$ cat config.mk
export PLATFORM = sky130hd
export DESIGN_NAME = water_usage_meter_core
export DESIGN_NICKNAME = d
export VERILOG_FILES = /design/src/hw/rtl/wum_pkg.sv /design/src/hw/rtl/water_usage_meter_core.sv
export SDC_FILE = /design/constraint.sdc
export NUM_CORES = 1
export LEC_CHECK = 0
export ABC_AREA = 1
export BUFFER_PORTS_ARGS = -buffer_cell sky130_fd_sc_hd__buf_2
export CAP_MARGIN = 20
export CORE_MARGIN = 3
export CORE_UTILIZATION = 69
export CTS_BUF_LIST = sky130_fd_sc_hd__clkbuf_8
export CTS_CLUSTER_DIAMETER = 60
export DETAILED_ROUTE_END_ITERATION = 10
export PLACE_DENSITY = 0.95
export SETUP_SLACK_MARGIN = 0.3
export SLEW_MARGIN = 20
export SYNTH_ARGS = -nofsm -noshare
export SYNTH_HDL_FRONTEND = slang
export SYNTH_SLANG_ARGS = --single-unit
$ cat constraint.sdc
create_clock -name clk -period 13.45 [get_ports clk]
set_clock_uncertainty 0.15 [all_clocks]
set_input_delay 2.0175 -clock clk [delete_from_list [all_inputs] [get_ports clk]]
set_output_delay 2.0175 -clock clk [all_outputs]
set_load 0.01 [all_outputs]
$ cat src/hw/rtl/wum_pkg.sv
// Shared types, constants and the cup volume lookup function of the water usage meter.
package wum_pkg;

    // Sequencer states, one-hot.
    typedef enum logic [7:0] {
        ST_IDLE = 8'b0000_0001,
        ST_EVAL = 8'b0000_0010,
        ST_MUL  = 8'b0000_0100,
        ST_DIV  = 8'b0000_1000,
        ST_ACC  = 8'b0001_0000,
        ST_MOD  = 8'b0010_0000,
        ST_UPD  = 8'b0100_0000,
        ST_OUT  = 8'b1000_0000
    } state_t;

    // Configuration register indexes.
    typedef enum logic [2:0] {
        CFG_STER_A   = 3'd0,
        CFG_STER_B   = 3'd1,
        CFG_MAX_FIRST  = 3'd2,
        CFG_MAX_SECOND = 3'd3,
        CFG_MAX_THIRD  = 3'd4
    } cfg_idx_t;

    // Water kind codes.
    localparam logic [1:0] KIND_PURE = 2'd0;
    localparam logic [1:0] KIND_COLD = 2'd1;

    // Sterilisation phase codes.
    localparam logic [3:0] PH_PREPARE  = 4'd1;
    localparam logic [3:0] PH_HOT      = 4'd2;
    localparam logic [3:0] PH_LUKEWARM = 4'd3;
    localparam logic [3:0] PH_FINAL    = 4'd4;
    localparam logic [3:0] PH_TRAYPREP = 4'd5;
    localparam logic [3:0] PH_TRAY     = 4'd6;
    localparam logic [3:0] PH_MELTPREP = 4'd7;
    localparam logic [3:0] PH_MELT     = 4'd8;

    // Event flag bit positions.
    localparam int FL_PREPARE  = 0;
    localparam int FL_HOT      = 1;
    localparam int FL_LUKEWARM = 2;
    localparam int FL_FINAL    = 3;
    localparam int FL_TRAY     = 4;
    localparam int FL_MELT     = 5;
    localparam int FL_FILL     = 6;
    localparam int FL_DRAIN    = 7;

    // Last step index of each serial operation of the shared arithmetic.
    localparam logic [4:0] MUL_LAST = 5'd15;
    localparam logic [4:0] DIV_LAST = 5'd27;
    localparam logic [4:0] MOD_LAST = 5'd18;

    localparam logic [11:0] ML_PER_LITRE = 12'd1000;
    localparam logic [9:0]  ML_PER_LITRE_M1 = 10'd999;

    // Cup volume in millilitres for the current selection.
    function automatic logic [11:0] cup_ml(input logic cont, input logic [1:0] kind,
                                           input logic [2:0] level);
        logic [11:0] ml;
        if (cont) begin
            if (kind == KIND_PURE)
                ml = 12'd2100;
            else if (kind == KIND_COLD)
                ml = 12'd2200;
            else
                ml = 12'd2000;
        end else begin
            case (level)
                3'd0:    ml = 12'd120;
                3'd1:    ml = 12'd175;
                3'd2:    ml = 12'd235;
                3'd3:    ml = 12'd295;
                3'd4:    ml = 12'd355;
                3'd5:    ml = 12'd415;
                3'd6:    ml = 12'd475;
                default: ml = 12'd590;
            endcase
        end
        return ml;
    endfunction

endpackage

$ cat src/hw/rtl/water_usage_meter_core.sv
// Bit-serial meter: a dispense that ends with a nonzero planned time runs the 16-step multiply
// and the 28-step divide by the planned time, every enabled word runs the 19-step divide by
// 1000, and a word with metering disabled skips them all. in_stall holds off a new input word
// until the sequencer is back in idle; a new word is taken while the previous result word waits.
// Reset (rst_n low, asynchronous) clears all counters, latches and event flags, sets the
// litre limits to 65535 and the sterilisation volumes to zero.
module water_usage_meter_core
    import wum_pkg::*;
(
    input  logic        clk,
    input  logic        rst_n,
    // Input channel
    input  logic        in_valid,
    output logic        in_stall,
    input  logic        metering_enabled,
    input  logic        dispensing,
    input  logic        continuous_mode,
    input  logic [1:0]  water_kind,
    input  logic [2:0]  cup_level,
    input  logic [15:0] planned_ticks,
    input  logic        ice_tray_filling,
    input  logic        drain_active,
    input  logic        ster_active,
    input  logic [3:0]  ster_phase,
    // Output channel
    output logic        out_valid,
    input  logic        out_stall,
    output logic        dispense_done,
    output logic [15:0] dispensed_ml,
    output logic [15:0] first_filter_liters,
    output logic [15:0] second_filter_liters,
    output logic [15:0] third_filter_liters,
    output logic [9:0]  pending_ml,
    // Configuration port
    input  logic        cfg_we,
    input  logic [2:0]  cfg_index,
    input  logic [63:0] cfg_data
);

    // Configuration registers.
    logic [63:0] ster_a_reg;
    logic [63:0] ster_b_reg;
    logic [15:0] max_reg [3];

    // Sequencer.
    state_t      state_reg;
    state_t      state_next;
    logic [4:0]  step_reg;

    // Captured input word.
    logic        it_en_reg;
    logic        it_disp_reg;
    logic        it_cont_reg;
    logic [1:0]  it_kind_reg;
    logic [2:0]  it_cup_reg;
    logic [15:0] it_planned_reg;
    logic        it_fill_reg;
    logic        it_drain_reg;
    logic        it_ster_reg;
    logic [3:0]  it_phase_reg;

    // Meter state.
    logic [15:0] tick_cnt_reg;
    logic [15:0] lat_planned_reg;
    logic [11:0] lat_cup_reg;
    logic [9:0]  rem_reg;
    logic [15:0] litres_reg [3];
    logic [7:0]  flags_reg;
    logic [15:0] last_ml_reg;
    logic        done_reg;

    // Serial arithmetic registers.
    logic [27:0] work_reg;
    logic [15:0] div_rem_reg;
    logic [18:0] ev_sum_reg;
    logic [18:0] acc_reg;
    logic [9:0]  rem1k_reg;

    // Output word register.
    logic        out_valid_reg;
    logic        done_out_reg;
    logic [15:0] ml_out_reg;
    logic [15:0] litres_out_reg [3];
    logic [9:0]  pend_out_reg;

    logic        in_take;
    logic        out_free;
    logic [15:0] tick_inc;
    logic [7:0]  flags_next;
    logic [18:0] ev_add;
    logic [12:0] mul_sum;
    logic [17:0] div_diff;
    logic [11:0] mod_diff;
    logic [15:0] quot_sat;
    logic [16:0] litre_sum [3];

    assign in_stall = (state_reg != ST_IDLE);
    assign in_take  = in_valid && !in_stall;
    assign out_free = !out_valid_reg || !out_stall;
    assign tick_inc = (tick_cnt_reg != 16'hFFFF) ? tick_cnt_reg + 16'd1 : tick_cnt_reg;

    // Event flags and the volumes that rising events add, on top of the remainder.
    always_comb
    begin
        flags_next = flags_reg;
        ev_add     = {9'd0, rem_reg};
        if (it_fill_reg)
        begin
            if (!flags_reg[FL_FILL])
            begin
                flags_next[FL_FILL] = 1'b1;
                ev_add = ev_add + {3'd0, ster_b_reg[47:32]};
            end
        end
        else
        begin
            flags_next[FL_FILL] = 1'b0;
        end
        if (it_drain_reg)
        begin
            if (!flags_reg[FL_DRAIN])
            begin
                flags_next[FL_DRAIN] = 1'b1;
                ev_add = ev_add + {3'd0, ster_b_reg[63:48]};
            end
        end
        else
        begin
            flags_next[FL_DRAIN] = 1'b0;
        end
        if (it_ster_reg)
        begin
            case (it_phase_reg)
                PH_PREPARE:
                    if (!flags_reg[FL_PREPARE])
                    begin
                        flags_next[FL_PREPARE] = 1'b1;
                        ev_add = ev_add + {3'd0, ster_a_reg[15:0]};
                    end
                PH_HOT:
                    if (!flags_reg[FL_HOT])
                    begin
                        flags_next[FL_HOT] = 1'b1;
                        ev_add = ev_add + {3'd0, ster_a_reg[31:16]};
                    end
                PH_LUKEWARM:
                    if (!flags_reg[FL_LUKEWARM])
                    begin
                        flags_next[FL_LUKEWARM] = 1'b1;
                        ev_add = ev_add + {3'd0, ster_a_reg[47:32]};
                    end
                PH_FINAL:
                    if (!flags_reg[FL_FINAL])
                    begin
                        flags_next[FL_FINAL] = 1'b1;
                        ev_add = ev_add + {3'd0, ster_a_reg[63:48]};
                    end
                PH_TRAYPREP:
                    flags_next[FL_TRAY] = 1'b0;
                PH_TRAY:
                    if (!flags_reg[FL_TRAY])
                    begin
                        flags_next[FL_TRAY] = 1'b1;
                        ev_add = ev_add + {3'd0, ster_b_reg[15:0]};
                    end
                PH_MELTPREP:
                    flags_next[FL_MELT] = 1'b0;
                PH_MELT:
                    if (!flags_reg[FL_MELT])
                    begin
                        flags_next[FL_MELT] = 1'b1;
                        ev_add = ev_add + {3'd0, ster_b_reg[31:16]};
                    end
                default:
                    flags_next = flags_next;
            endcase
        end
        else
        begin
            flags_next = flags_next & 8'hC0;
        end
    end

    // Step logic of the serial multiply, divide and divide by 1000.
    assign mul_sum  = {1'b0, work_reg[27:16]} + (work_reg[0] ? {1'b0, lat_cup_reg} : 13'd0);
    assign div_diff = {1'b0, div_rem_reg, work_reg[27]} - {2'b00, lat_planned_reg};
    assign mod_diff = {1'b0, rem1k_reg, acc_reg[18]} - ML_PER_LITRE;
    assign quot_sat = (work_reg[27:16] != 12'd0) ? 16'hFFFF : work_reg[15:0];

    always_comb
    begin
        for (int i = 0; i < 3; i++)
            litre_sum[i] = {1'b0, litres_reg[i]} + {8'd0, acc_reg[8:0]};
    end

    // Next state of the sequencer.
    always_comb
    begin
        state_next = state_reg;
        case (state_reg)
            ST_IDLE: if (in_take) state_next = ST_EVAL;
            ST_EVAL:
                if (!it_en_reg)
                    state_next = ST_OUT;
                else if (!it_disp_reg && tick_cnt_reg != 16'd0 && lat_planned_reg != 16'd0)
                    state_next = ST_MUL;
                else
                    state_next = ST_ACC;
            ST_MUL:  if (step_reg == MUL_LAST) state_next = ST_DIV;
            ST_DIV:  if (step_reg == DIV_LAST) state_next = ST_ACC;
            ST_ACC:  state_next = ST_MOD;
            ST_MOD:  if (step_reg == MOD_LAST) state_next = ST_UPD;
            ST_UPD:  state_next = ST_OUT;
            ST_OUT:  if (out_free) state_next = ST_IDLE;
            default: state_next = ST_IDLE;
        endcase
    end

    // Configuration writes.
    always_ff @(posedge clk or negedge rst_n)
    begin
        if (!rst_n)
        begin
            ster_a_reg <= '0;
            ster_b_reg <= '0;
            for (int i = 0; i < 3; i++)
                max_reg[i] <= 16'hFFFF;
        end
        else if (cfg_we)
        begin
            case (cfg_index)
                CFG_STER_A:     ster_a_reg <= cfg_data;
                CFG_STER_B:     ster_b_reg <= cfg_data;
                CFG_MAX_FIRST:  max_reg[0] <= cfg_data[15:0];
                CFG_MAX_SECOND: max_reg[1] <= cfg_data[15:0];
                CFG_MAX_THIRD:  max_reg[2] <= cfg_data[15:0];
                default:        ster_a_reg <= ster_a_reg;
            endcase
        end
    end

    // Capture of the input word.
    always_ff @(posedge clk)
    begin
        if (in_take)
        begin
            it_en_reg      <= metering_enabled;
            it_disp_reg    <= dispensing;
            it_cont_reg    <= continuous_mode;
            it_kind_reg    <= water_kind;
            it_cup_reg     <= cup_level;
            it_planned_reg <= planned_ticks;
            it_fill_reg    <= ice_tray_filling;
            it_drain_reg   <= drain_active;
            it_ster_reg    <= ster_active;
            it_phase_reg   <= ster_phase;
        end
    end

    // Serial datapath registers.
    // With no planned time the dispense skips the multiply and divide, so the work
    // register is cleared and the sum in ST_ACC adds nothing for it.
    always_ff @(posedge clk)
    begin
        case (state_reg)
            ST_EVAL:
            begin
                ev_sum_reg  <= ev_add;
                div_rem_reg <= '0;
                work_reg    <= (lat_planned_reg != 16'd0) ? {12'd0, tick_inc} : 28'd0;
            end
            ST_MUL:
                work_reg <= {mul_sum, work_reg[15:1]};
            ST_DIV:
            begin
                if (!div_diff[17])
                begin
                    div_rem_reg <= div_diff[15:0];
                    work_reg    <= {work_reg[26:0], 1'b1};
                end
                else
                begin
                    div_rem_reg <= {div_rem_reg[14:0], work_reg[27]};
                    work_reg    <= {work_reg[26:0], 1'b0};
                end
            end
            ST_ACC:
            begin
                acc_reg   <= ev_sum_reg + (done_reg ? {3'd0, quot_sat} : 19'd0);
                rem1k_reg <= '0;
            end
            ST_MOD:
            begin
                if (!mod_diff[11])
                begin
                    rem1k_reg <= mod_diff[9:0];
                    acc_reg   <= {acc_reg[17:0], 1'b1};
                end
                else
                begin
                    rem1k_reg <= {rem1k_reg[8:0], acc_reg[18]};
                    acc_reg   <= {acc_reg[17:0], 1'b0};
                end
            end
            default:
                work_reg <= work_reg;
        endcase
    end

    // Sequencer, meter state and output word.
    always_ff @(posedge clk or negedge rst_n)
    begin
        if (!rst_n)
        begin
            state_reg       <= ST_IDLE;
            step_reg        <= '0;
            tick_cnt_reg    <= '0;
            lat_planned_reg <= '0;
            lat_cup_reg     <= '0;
            rem_reg         <= '0;
            flags_reg       <= '0;
            last_ml_reg     <= '0;
            done_reg        <= 1'b0;
            out_valid_reg   <= 1'b0;
            for (int i = 0; i < 3; i++)
                litres_reg[i] <= '0;
        end
        else
        begin
            state_reg <= state_next;
            if (state_next != state_reg)
                step_reg <= '0;
            else
                step_reg <= step_reg + 5'd1;

            // The output register fills as a word leaves ST_OUT and empties when taken.
            if (state_reg == ST_OUT && out_free)
                out_valid_reg <= 1'b1;
            else if (out_valid_reg && !out_stall)
                out_valid_reg <= 1'b0;

            case (state_reg)
                ST_EVAL:
                begin
                    done_reg <= 1'b0;
                    if (it_en_reg)
                    begin
                        flags_reg <= flags_next;
                        if (it_disp_reg)
                        begin
                            tick_cnt_reg    <= tick_inc;
                            lat_planned_reg <= it_planned_reg;
                            lat_cup_reg     <= cup_ml(it_cont_reg, it_kind_reg, it_cup_reg);
                        end
                        else if (tick_cnt_reg != 16'd0)
                        begin
                            tick_cnt_reg <= '0;
                            done_reg     <= 1'b1;
                        end
                        else
                        begin
                            lat_planned_reg <= '0;
                            lat_cup_reg     <= '0;
                        end
                    end
                end
                ST_ACC:
                    if (done_reg)
                        last_ml_reg <= (lat_planned_reg != 16'd0) ? quot_sat : 16'd0;
                ST_UPD:
                begin
                    rem_reg <= rem1k_reg;
                    if (acc_reg[8:0] != 9'd0)
                    begin
                        for (int i = 0; i < 3; i++)
                            litres_reg[i] <= (litre_sum[i] >= {1'b0, max_reg[i]}) ?
                                             max_reg[i] : litre_sum[i][15:0];
                    end
                end
                default:
                    done_reg <= done_reg;
            endcase
        end
    end

    // Output word payload.
    always_ff @(posedge clk)
    begin
        if (state_reg == ST_OUT && out_free)
        begin
            done_out_reg <= done_reg;
            ml_out_reg   <= last_ml_reg;
            pend_out_reg <= rem_reg;
            for (int i = 0; i < 3; i++)
                litres_out_reg[i] <= litres_reg[i];
        end
    end

    assign out_valid            = out_valid_reg;
    assign dispense_done        = done_out_reg;
    assign dispensed_ml         = ml_out_reg;
    assign first_filter_liters  = litres_out_reg[0];
    assign second_filter_liters = litres_out_reg[1];
    assign third_filter_liters  = litres_out_reg[2];
    assign pending_ml           = pend_out_reg;

    // The carried remainder always stays below one litre.
    a_rem_range: assert property (@(posedge clk) disable iff (!rst_n)
        rem_reg <= ML_PER_LITRE_M1)
        else $error("pending remainder reached 1000 ml");

    // The partial remainder of the divide by 1000 stays below the divisor.
    a_mod_range: assert property (@(posedge clk) disable iff (!rst_n)
        (state_reg == ST_MOD) |-> (rem1k_reg <= ML_PER_LITRE_M1))
        else $error("divide by 1000 partial remainder out of range");

    // The partial remainder of the volume divide stays below the planned time.
    a_div_range: assert property (@(posedge clk) disable iff (!rst_n)
        (state_reg == ST_DIV) |-> (div_rem_reg < lat_planned_reg))
        else $error("volume divide partial remainder out of range");

    // After a carry every litre counter sits at or below its limit.
    a_litre_limit: assert property (@(posedge clk) disable iff (!rst_n)
        (state_reg == ST_UPD && acc_reg[8:0] != 9'd0) |=>
        (litres_reg[0] <= max_reg[0] && litres_reg[1] <= max_reg[1] &&
         litres_reg[2] <= max_reg[2]))
        else $error("litre counter above its limit after a carry");

    // A finished word reaches the output register and the sequencer is free again.
    a_handoff: assert property (@(posedge clk) disable iff (!rst_n)
        (state_reg == ST_OUT && out_free) |=> (out_valid_reg && state_reg == ST_IDLE))
        else $error("result word not handed to the output register");

endmodule

# ---- Yosys cells after proc, flatten, opt, wreduce, memory -nomap -nowiden
# Memories as Yosys holds them, arrays and structs flattened.
# Index checks and enable logic that the tools add are counted.
dict set report word_totals {
  register_bits 467
  ram_bits 48
  wordCells 205
  memories 1
}
# memory words word_bits rd rd_clocked_by_memory_dff wr line_no
set mem_list {}
lappend mem_list {litres_out_reg 3 16 3 0 3 water_usage_meter_core.sv:83} ;# logic [15:0] litres_out_reg [3];
dict set report op_classes {
  n_addsub 17
  magnitude_cmp 3
  eq_ne 40
  n_mux 64
  n_reduce_logical 38
}
# operator count
set op_table {}
lappend op_table {{two-way mux 16 bit} 13}
lappend op_table {{two-way mux 19 bit} 10}
lappend op_table {{adder 19 x 16 -> 19 bit} 8}
lappend op_table {{case mux 19 bit (6 select lines)} 1}
lappend op_table {{case mux 28 bit (3 select lines)} 1}
lappend op_table {{two-way mux 12 bit} 6}
lappend op_table {{case mux 10 bit (7 select lines)} 1}
lappend op_table {{case mux 8 bit (8 select lines)} 1}
lappend op_table {{adder 16 x 9 -> 17 bit} 3}
lappend op_table {{>= comparator 17 x 16 -> 1 bit} 3}
lappend op_table {{two-way mux 8 bit} 6}
lappend op_table {{case mux 19 bit (2 select lines)} 1}
lappend op_table {{case mux 16 bit (2 select lines)} 1}
lappend op_table {{nonzero test 16 bit} 2}
lappend op_table {{AND reduction 3 bit} 8}
lappend op_table {{case mux 10 bit (2 select lines)} 1}
lappend op_table {{subtractor 17 x 16 -> 18 bit} 1}
lappend op_table {{adder 10 x 16 -> 17 bit} 1}
lappend op_table {{two-way mux 17 bit} 1}
lappend op_table {{adder 16 x 1 -> 16 bit, second input constant} 1}
lappend op_table {{equality test 4 x 3 -> 1 bit, second input constant} 4}
lappend op_table {{!= test 16 bit, second input constant} 1}
lappend op_table {{AND reduction 2 bit} 8}
lappend op_table {{two-way mux 1 bit} 15}
lappend op_table {{38 further kinds} 64}

# ---- Longest topological paths before layout
# Gate-level depths: netlist of the first run.
dict set report depth {
  depth_word 10
  mapped_depth 42
  depth_no_buf 42
}

# ---- Worst setup path after synthesis of the first run
# OpenSTA, ideal clock, no wires.
dict set report synth_timing {
  path_kind {input -> register}
  startpoint {input port out_stall}
  endpoint {register done_out_reg, in the netlist dispense_done (enable)}
  setup_ns 0.510
  arrival_ns 5.280
  t_required_ns 12.790
  path_slack_ns 7.510
  cell_stages 3
  n_path_buf 0
  cell_sequence {nand2_1 -> inv_1 -> nor2_1}
}
dict set report synth_between {
  elab_chain_cells 3
}
# element line_no
set synth_rtl {}
lappend synth_rtl {{start, declared} water_usage_meter_core.sv:27} ;# input logic out_stall,
lappend synth_rtl {{logical NOT 1 bit} water_usage_meter_core.sv:99} ;# assign out_free = !out_valid_reg || !out_stall;
lappend synth_rtl {{logical OR 1 bit} water_usage_meter_core.sv:99}
lappend synth_rtl {{logical AND 1 bit} water_usage_meter_core.sv:389} ;# if (state_reg == ST_OUT && out_free)
lappend synth_rtl {{end signal, assigned} water_usage_meter_core.sv:391} ;# done_out_reg <= done_reg;
lappend synth_rtl {{end, declared} water_usage_meter_core.sv:81} ;# logic done_out_reg;
# No other way between the ends.
# A chain may end at the register's enable or synchronous reset.

# ---- Final worst setup path of the first run
dict set report layout_timing {
  startpoint {register rem_reg[0]}
  endpoint {register ev_sum_reg[11] (data pin)}
}
dict set report layout_between {
  elab_chain_cells 10
}
# element line_no
set layout_rtl {}
lappend layout_rtl {{start, declared} water_usage_meter_core.sv:66} ;# logic [9:0] rem_reg;
lappend layout_rtl {{start signal, assigned} water_usage_meter_core.sv:372} ;# rem_reg <= rem1k_reg;
lappend layout_rtl {{adder 10 x 16 -> 17 bit} water_usage_meter_core.sv:112} ;# ev_add = ev_add + {3'd0, ster_b_reg[47:32]};
lappend layout_rtl {{two-way mux 17 bit} water_usage_meter_core.sv:109} ;# if (!flags_reg[FL_FILL])
lappend layout_rtl {{two-way mux 19 bit (*)} water_usage_meter_core.sv:107} ;# if (it_fill_reg)
lappend layout_rtl {{adder 19 x 16 -> 19 bit} water_usage_meter_core.sv:124} ;# ev_add = ev_add + {3'd0, ster_b_reg[63:48]};
lappend layout_rtl {{two-way mux 19 bit} water_usage_meter_core.sv:121} ;# if (!flags_reg[FL_DRAIN])
lappend layout_rtl {{two-way mux 19 bit (*)} water_usage_meter_core.sv:119} ;# if (it_drain_reg)
lappend layout_rtl {{adder 19 x 16 -> 19 bit, or another cell as far along} water_usage_meter_core.sv:172} ;# ev_add = ev_add + {3'd0, ster_b_reg[31:16]};
lappend layout_rtl {{two-way mux 19 bit, or another cell as far along} water_usage_meter_core.sv:169} ;# if (!flags_reg[FL_MELT])
lappend layout_rtl {{case mux 19 bit (6 select lines)} water_usage_meter_core.sv:133} ;# case (it_phase_reg)
lappend layout_rtl {{two-way mux 19 bit (*)} water_usage_meter_core.sv:131} ;# if (it_ster_reg)
lappend layout_rtl {{via ev_add[11]} water_usage_meter_core.sv:90} ;# logic [18:0] ev_add;
lappend layout_rtl {{end signal, assigned} water_usage_meter_core.sv:268} ;# ev_sum_reg <= ev_add;
lappend layout_rtl {{end, declared} water_usage_meter_core.sv:75} ;# logic [18:0] ev_sum_reg;
# Mark *: on every way through the listed nets, which the timed path passes. The rest lies on a longest branch.

==> results, run 1 <==
- The flow ran to the end, and the final reports show no timing, DRC or antenna violations.
- The region available for standard cell placement spans 46750 um2.
- For this design, the slowest cell found on the critical path is ha_1.
- The cell depth of the worst flop-to-flop path is 30.
- The worst hold path was traced through 0 stages.
- Subtracting the final worst setup slack from the clock period gives between 5000 and 6000 ps.
- The library cell with the highest instance count after synthesis is nand2_1.
- The number of buffers inserted by post-CTS setup repair is 0.
- The growth of design area from synthesis to finish is 10.04%.
- Summing every instance area after synthesis gives 32770 um2.
- The via count of the first global-routing pass is roughly 30000.
- The initial antenna violation count is 1.
- For this design the ratio of total power to cell area is 172.8 nW/um2.
- The I/O pin count is 180.
- Gates resized during post-CTS repair numbered 0.
- Data on the critical path arrives at its endpoint at about 6200 ps.
- The path class of the tightest hold or removal check is reg -> reg.
- The share of the Yosys chip area taken by registers is 42.54%.
- For this design, the sink count on the clock tree is 515.
- The max-slew headroom at the worst pin is 30.89%.
- The post-synthesis cell type count is 58.
- The count of placed standard cells in the final layout, fillers left out is 4968.
- The pin count of the biggest net entering global routing is 129.
- A synthesized cell averages 7.982 um2.
- In the final design database the tool counted 4662 nets.
- The weighted congestion reported at the end of routability-driven placement is 1.030.
- The remaining number of nets flagged by the antenna check after routing is 0.
- In the final routed layout, each cell accounts on average for 19.79 um.
- The dominant register cell in the synthesized netlist is dfrtp_1.
- The post-detailed-placement half-perimeter wirelength is 70.43 mm.
- The initial standard-cell utilization of the core is 70.09%.
- After clock tree synthesis, the clock-pin slew on the worst setup and hold paths is 70 ps.
- The routed layout has 31030 vias.
- After synthesis, the cell types taking the most area are dfrtp_1, edfxtp_1, nand2_1, ha_1, o21ai_0.
- The setup TNS after final layout is 0 ps.
- The maximum level of the CTS H-tree is 3.
- TritonCTS built the clock tree.
- Among the stages of the critical path, the cell type that occurs most often is nand2_1.
- The global-route congestion overflow total is 0.
- The initialized floorplan defines 79 standard-cell rows.
- The area share of the largest cell type after synthesis is between 20 and 25%.
- The post-synthesis register bit count is roughly 520.
- The final cycle utilization of the critical path is between 40% and 50%.
- The final critical-path setup slack is 7511 ps.
- The share of post-route cells with drive strength above 1 is approximately a tenth.
- The die footprint is 50140 um2.
- For this run, the total global-route usage over all layers was measured as approximately 39%.
- The cell type contributing the most total cell area after synthesis is dfrtp_1.
- The type of origin of the critical path is a register.
- Cells fill 77.12% of the core in the end.
- Counting tap cells, the placed design contains a total of 4815 instances.
- The number of optimization iterations in the first detailed-route pass is 9.
- The number of max-cap violations is 0.
- Buffers inserted during clock tree synthesis total 82.
- The number of port buffers is 179.
- The first-pass GRT wire length is 156.3 mm.
- The die is roughly 220 um wide.
- The fmax is between 150 and 200 MHz.
- For this block, the initial DRC count from the detailed router was roughly 3900.
- The cell at the root of the clock tree is clkbuf_8.
- Setup repair after global routing left no endpoint under its margin.
- In this run, post-CTS hold repair placed 0 buffers.
- On the worst path, the slowest cell contributes a delay of 440 ps.
- The number of max-slew violations in the final report came to 0.
- At the later pin of the worst-skew pair, clock insertion delay measures between 600 and 700 ps.
- The number of nets in the synthesized netlist is between 4000 and 5000.
- Counting buffers and inverters, the worst setup path is 30 cells deep.
- The final routed DRC violation total is 0.
- The number of hold-slack violations in the final timing report came to 0.
- The transition at the pin with the smallest max-transition slack is 1029 ps.
- The vertical die dimension is 223.9 um.
- The cell leakage power is 17.79 nW.
- Setup violations remaining at the end of the flow were counted as 0.
- The number of buffers and inverters on the critical path is 5.
- The number of warnings printed during yosys synthesis is 0.
- The type of the worst setup path is reg -> reg.
- The fraction of registers with async set or reset after synthesis is 61.55%.
- The number of cells produced by synthesis is 4105.
- Final hold analysis gives a worst-case slack of 299.4 ps.
- The top fanout value on the critical path is 7.
- The dominant delay contributor by cell family on the critical path is compound AO/OA/AOI/OAI gates.
- For the worst setup path, the data required time is 13730 ps.
- The maximum clock insertion buffer count is 3.
- The count of inserted antenna diode cells is 0.
- After detailed routing, the total wire length is 98.32 mm.
- The ratio of routed vias to standard cells is approximately 6.2.
- The worst setup path is captured at a register.
- Yosys mapped a number of flops with a built-in enable equal to around 200.
- The commonest cells after synthesis are nand2_1, inv_1, o21ai_0.
- Timing analysis after detailed placement gives a worst setup slack of 7719 ps.
- The worst-case IR drop observed on VDD is ~0.11 mV.
-- worst paths after layout --
check                                                  from                    endpoint  slack [ps]
worst max-delay path                 rem_reg[0]$_DFFE_PN0P_    ev_sum_reg[11]$_DFFE_PP_        7510
worst min-delay path            last_ml_reg[14]$_DFFE_PN0P_  dispensed_ml[14]$_DFFE_PP_         300
min in group asynchronous                             rst_n  litres_reg[40]$_DFFE_PN0P_        1150
max in group asynchronous                             rst_n      rem_reg[5]$_DFFE_PN0P_        9280
worst min register to register  last_ml_reg[14]$_DFFE_PN0P_  dispensed_ml[14]$_DFFE_PP_         300
worst max register to register       rem_reg[0]$_DFFE_PN0P_    ev_sum_reg[11]$_DFFE_PP_        7510
-- power by group --
part | total [mW] | switching, mW | internal, mW
combinational | 2.59 | 1.75 | 0.839
clock | 1.49 | 0.673 | 0.820
sequential | 2.14 | 0.203 | 1.94
-- cells in the final DEF (no fill, tap or decap), types with 42 or more instances in the layout --
master and n:
a21oi_1 294, buf_2 178, clkbuf_8 101, dfrtp_1 268, dfstp_2 49, edfxtp_1 198, ha_1 252, inv_1 539
nand2_1 1033, nand3_1 162, nand4_1 42, nor2_1 260, o21ai_0 490, xnor2_1 44, xor2_1 66
-- kinds of logic (layout without fill, tap and decap cells) --
kind of cell | after synthesis | count (layout) | share of synthesized area [%]
adders and majority gates | 266 | 266 | 10.48
xor gates and xnor gates | 110 | 110 | 2.940
buffers and inverters | 628 | 884 | 7.377
and+or+nand+nor | 1628 | 1628 | 20.81
DFF | 515 | 515 | 42.54
AOI/OAI and AO/OA | 958 | 958 | 15.86
-- layer usage --
| metal | vias to the layer above | track usage (%) | wire length [um] |
|---|---|---|---|
| met1 | 14310 | 50.68 | 36870 |
| met4 | 2 | 22.39 | 6489 |
| li1 | 14150 | - | - |
| met2 | 2063 | 61.33 | 43960 |
| met3 | 501 | 8.688 | 10980 |
| met5 | - | 0 | 19 |
-- cell type report --
| type | count | area, um2 |
|---|---|---|
| clock buffer | 101 | 1390 |
| clock inverter | 51 | 432.9 |
| multi-input combinational | 2962 | 16460 |
| sequential | 515 | 13940 |
| tap | 607 | 759.5 |
| inverter | 534 | 2004 |
| fill | 3092 | 10700 |
| timing repair buffer | 198 | 1069 |
-- stage by stage --
stage / total power, mW / cell area (um2)
2_1_floorplan: 3.855 / 32770
5_1_grt: 6.586 / 36060
6_report: 6.229 / 36060
3_3_place_gp: 4.544 / 34190
4_1_cts: 6.129 / 36020
3_5_place_dp: 4.621 / 34190
No activity file was read; power rests on OpenSTA's default activity.
==> run 2, diff against run 1 <==
ABC_AREA = 0   (was 1)
CORE_UTILIZATION = 64   (was 69)
PLACE_DENSITY = 0.89   (was 0.95)
clock period = 6 ns   (was 13.45 ns; I/O delays follow)
==> run 2 against run 1 <==
- the flow now finishes with violations (negative setup slack)
- global-route usage down 2.8 points
- clock-buffer cell count down 1
- non-clock buffer count up 244
- sequential cell count unchanged
- via count down 10%
- clock power up 120%
- first-iteration DRC count down 30%
- hold slack worse by 82 ps
- final cell count down 13%
- total power rose to 2.8 times the previous value
- critical endpoint is now ev_sum_reg[17]$_DFFE_PP_
- largest cell class unchanged
- highest routed layer is now met4
==> results, run 2 <==
- After synthesis, the mean cell area works out to 10.11 um2.
- The TritonCTS sink count is just over 500.
- After synthesis the netlist holds a flip-flop and latch count of around 520.
- The dominant register cell in the synthesized netlist is dfrtp_1.
- The total detailed-routing wirelength is 98.33 mm.
- The number of buffers and inverters on the critical path is 7.
- The via count of the first global-routing pass is about 28000.
- The cell leakage power is 16.83 nW.
- Once placement finished, the instance area stood at 34910 um2.
- Max-cap violations in this run came to 0.
- Total power for the finished layout comes to 17.28 mW.
- The core region is between 40000 and 50000 um2.
- Data on the critical path is required at its endpoint by 6290 ps.
- The longest clock path from root to sink contains 3 buffers.
- At the pin with the least slew margin, the transition time is 1256 ps.
- The final routed DRC violation total is 0.
- The xor-xnor portion of the synthesized cell area is 5.474%.
- After synthesis, the cell types taking the most area are dfrtp_1, edfxtp_1, ha_1, mux2_2, dfstp_2.
- Using the TritonRoute via totals, the vias-per-cell ratio works out to 6.469.
- The post-detailed-placement half-perimeter wirelength is 69.61 mm.
- Summing over every cut layer, the via total after detailed routing is 27880.
- The type of the worst setup path is reg -> reg.
- The global-route usage over all layers is 36.36%.
- Leaving out fill and tap cells, the most frequent cell in the layout is nand2_1.
- The flow ran to the end, but the final reports show violations.
- After synthesis, the most frequently instantiated cells are nand2_1, dfrtp_1, ha_1.
- The combinational power share is 52.4%.
- The final layout contains 3942 nets.
- The fmax is 166.3 MHz.
- The total instance count after detailed placement is 4106.
- The minimum setup slack after placement is -459.8 ps.
- The I/O pin count is 180.
- The internal power contribution is 10.29 mW.
- The CTS clock-pin slew for the worst setup and hold paths is 70 ps.
- The beginning of the worst hold path is water_kind[0].
- The number of cells on the worst hold path is 1.
- The number of cells produced by synthesis is 3153.
- For this run, the slowest stage of the critical path takes 410 ps.
- The fraction of registers with async set or reset after synthesis is 61.55%.
- For this block, the initial DRC count from the detailed router was approximately 2700.
- In this run, CTS created clock tree buffers numbering 85.
- The first global-routing pass estimated 151.8 mm of wire.
- Summing the areas of all and, or, nand and nor instances in the mapped netlist gives 13.17% of the synthesized area.
- The layer with the highest usage after global routing is met2.
- The type of origin of the critical path is a register.
- The share of post-route cells with drive strength above 1 is 27.39%.
- The pin count of the biggest net entering global routing is 117.
- The cell at the slowest stage of the critical path is dfrtp_1.
- The post-layout minimum cycle time is 6014 ps.
- The clock latency reported for the late side of the worst-skew pair is 720 ps.
- Dividing the detail-routed wire length by the instance count gives 22.82 um.
- The number of warnings printed during yosys synthesis is 0.
- After synthesis, the largest family of logic cells by area is compound AO/OA/AOI/OAI gates.
- The top cell types in the final layout, fill and taps aside, are nand2_1, dfrtp_1, buf_4.
- Once the floorplan was initialized, standard cells occupied between 60% and 70% of the core.
- The arrival time reported for the critical path endpoint is approximately 6300 ps.
- The worst setup path is captured at a register.
- The worst hold path belongs to the class in -> reg.
- The final non-filler cell area is 38340 um2.
- The cell type contributing the most total cell area after synthesis is dfrtp_1.
- Excluding fillers, the count of instances in the completed layout stands at approximately 4300.
- The growth of design area from synthesis to finish is 20.33%.
- The share of the Yosys chip area taken by registers is 43.75%.
- The endpoint of the lowest-slack register-to-register path is ev_sum_reg[17]$_DFFE_PP_.
- The number of port buffers is between 150 and 200.
- The most common cell in the synthesized netlist is nand2_1.
- The final critical-path setup slack is -14.35 ps.
- The setup check on the worst reg-to-reg path leaves a slack of -10 ps.
- For this run, the detailed router's first-pass iteration total came to 8.
- The post-synthesis cell type count is about 100.
- The final reports fail on negative setup slack.
- The vertical die dimension is 229.1 um.
- The synthesized design devotes to its leading area cell type 21.05% of total area.
- Row generation in the floorplan step produced a little over 80 rows.
- Summed over all nets, the switching power comes to approximately 7 mW.
- The worst register-to-register path begins at ster_b_reg[32]$_DFFE_PN0P_.
- In this run switching power makes up 40.43% of total power.
- The die footprint is 52500 um2.
- TritonCTS built the clock tree.
- The part of the total power dissipated in sequential elements is 28.5%.
- The number of cells on the worst reg-to-reg path is 32.
- Routability-driven placement finished with a final weighted congestion of 0.9887.
- The number of max-slew violations in the final report is 0.
- The number of hold-slack violations in the final timing report was 0.
- The maximum level of the CTS H-tree is 3.
- The clock share of power is 19.1%.
- The detail route stage leaves a number of antenna-violating nets equal to 0.
- The post-synthesis share of cell area spent on full adders, half adders and majority gates is between 10% and 20%.
- The cell at the root of the clock tree is clkbuf_8.
- Global routing consumed, on the met1 layer, approximately 46% of the routing resources.
- The ratio of total power to cell area is 450.6 nW/um2.
- The final critical path takes up 100.2% of the cycle.
- The width of the die is roughly 230 um.
- Headroom to the max-slew limit came out at 15.63%.
- Yosys mapped a number of flops with a built-in enable equal to 198.
- The dominant delay contributor by cell family on the critical path is compound AO/OA/AOI/OAI gates.
- Setup repair after global routing could not meet its margin everywhere.
- The mapped netlist covers 31870 um2.
- The portion of netlist area occupied by mux cells is 6.074%.
- The top fanout value on the critical path is 5.
- The initial antenna violation count is 1.
- The met3 usage in global routing is 6.667%.
- Setup violations remaining at the end of the flow were counted as 1.
- VDD sags by at most 0.2928 mV.
- The end point of the worst hold path is it_kind_reg[0]$_DFFE_PP_.
- The global-route congestion overflow total is 0.
- The net count of the mapped netlist is 3522.
- The synthesized-area fraction occupied by ao, oa, aoi and oai cells is 17.34%.
- The global-route met2 utilization is 60.22%.
run 2: what timing repair did:
item	4_1_cts	5_1_grt
resized for setup	157	96
setup endpoints to repair	11	12
pin swaps	81	95
hold buffers	1	0
hold endpoints to repair	7	0
buffers inserted	23	19
run 2: cell families (layout without fill, tap and decap cells):
logic type,Yosys count,in the layout
other cells,0,1
simple gates,873,873
compound gates,847,847
buf+inv,280,771
flops,515,515
fa+ha+maj,266,266
mux,175,175
xor+xnor,197,197
run 2: through the flow:
step	hold WS (ps)	TNS, ps	util, %
after detailed placement	285.3	-2359	71.17
after floorplan	273.1	0	-
final	217.5	-14.35	78.17
after global placement	284.6	-715.8	71.17
after CTS	182.9	0	76.85
after global routing	186.8	-881.8	78.17
run 2: area by class of cell:
class / count / area, um2
antenna: 1 / 2.502
clock buffer: 100 / 1376
clock inverter: 58 / 435.4
fill: 2988 / 10710
inverter: 171 / 641.9
multi-input combinational: 2358 / 18160
sequential: 515 / 13940
tap: 664 / 830.8
timing repair buffer: 442 / 2962
run 2: worst max path at each step:
stage	startpoint	endpoint	slack, ps	cells past startpoint
floorplan	state_reg[2]$_DFF_PN0_	dispense_done$_DFFE_PP_	300	4
global placement	ster_b_reg[32]$_DFFE_PN0P_	ev_sum_reg[13]$_DFFE_PP_	-170	29
detailed placement	rem_reg[1]$_DFFE_PN0P_	ev_sum_reg[17]$_DFFE_PP_	-460	32
CTS	ster_b_reg[32]$_DFFE_PN0P_	ev_sum_reg[17]$_DFFE_PP_	100	28
global route	ster_b_reg[32]$_DFFE_PN0P_	ev_sum_reg[16]$_DFFE_PP_	-200	32
finish	ster_b_reg[32]$_DFFE_PN0P_	ev_sum_reg[17]$_DFFE_PP_	-10	32
run 2: worst register-to-register path, delay by kind of cell (launching register included):
family | cells | cell delay (ps)
and+or+nand+nor | 4 | 440
muxes | 1 | 330
buffers and inverters | 7 | 750
AOI/OAI and AO/OA | 15 | 2500
DFF | 1 | 410
xor gates and xnor gates | 1 | 80
adders and majority gates | 4 | 1090
run 2: power by group through the flow:
stage | clock network, mW | logic [mW] | registers, mW
final | 3.31 | 9.06 | 4.92
after global routing | 3.51 | 9.68 | 4.96
after CTS | 3.34 | 8.35 | 4.88
after detailed placement | 0 | 7.60 | 4.92
after global placement | 0 | 7.35 | 4.88
after floorplan | 0 | 4.89 | 4.73
run 2: per-layer routing:
metal  wire [um]  vias to the layer above
li1            -                    12400
met5           0                        -
met1       37710                    13510
met4        5258                        0
met2       46990                     1601
met3        8364                      364
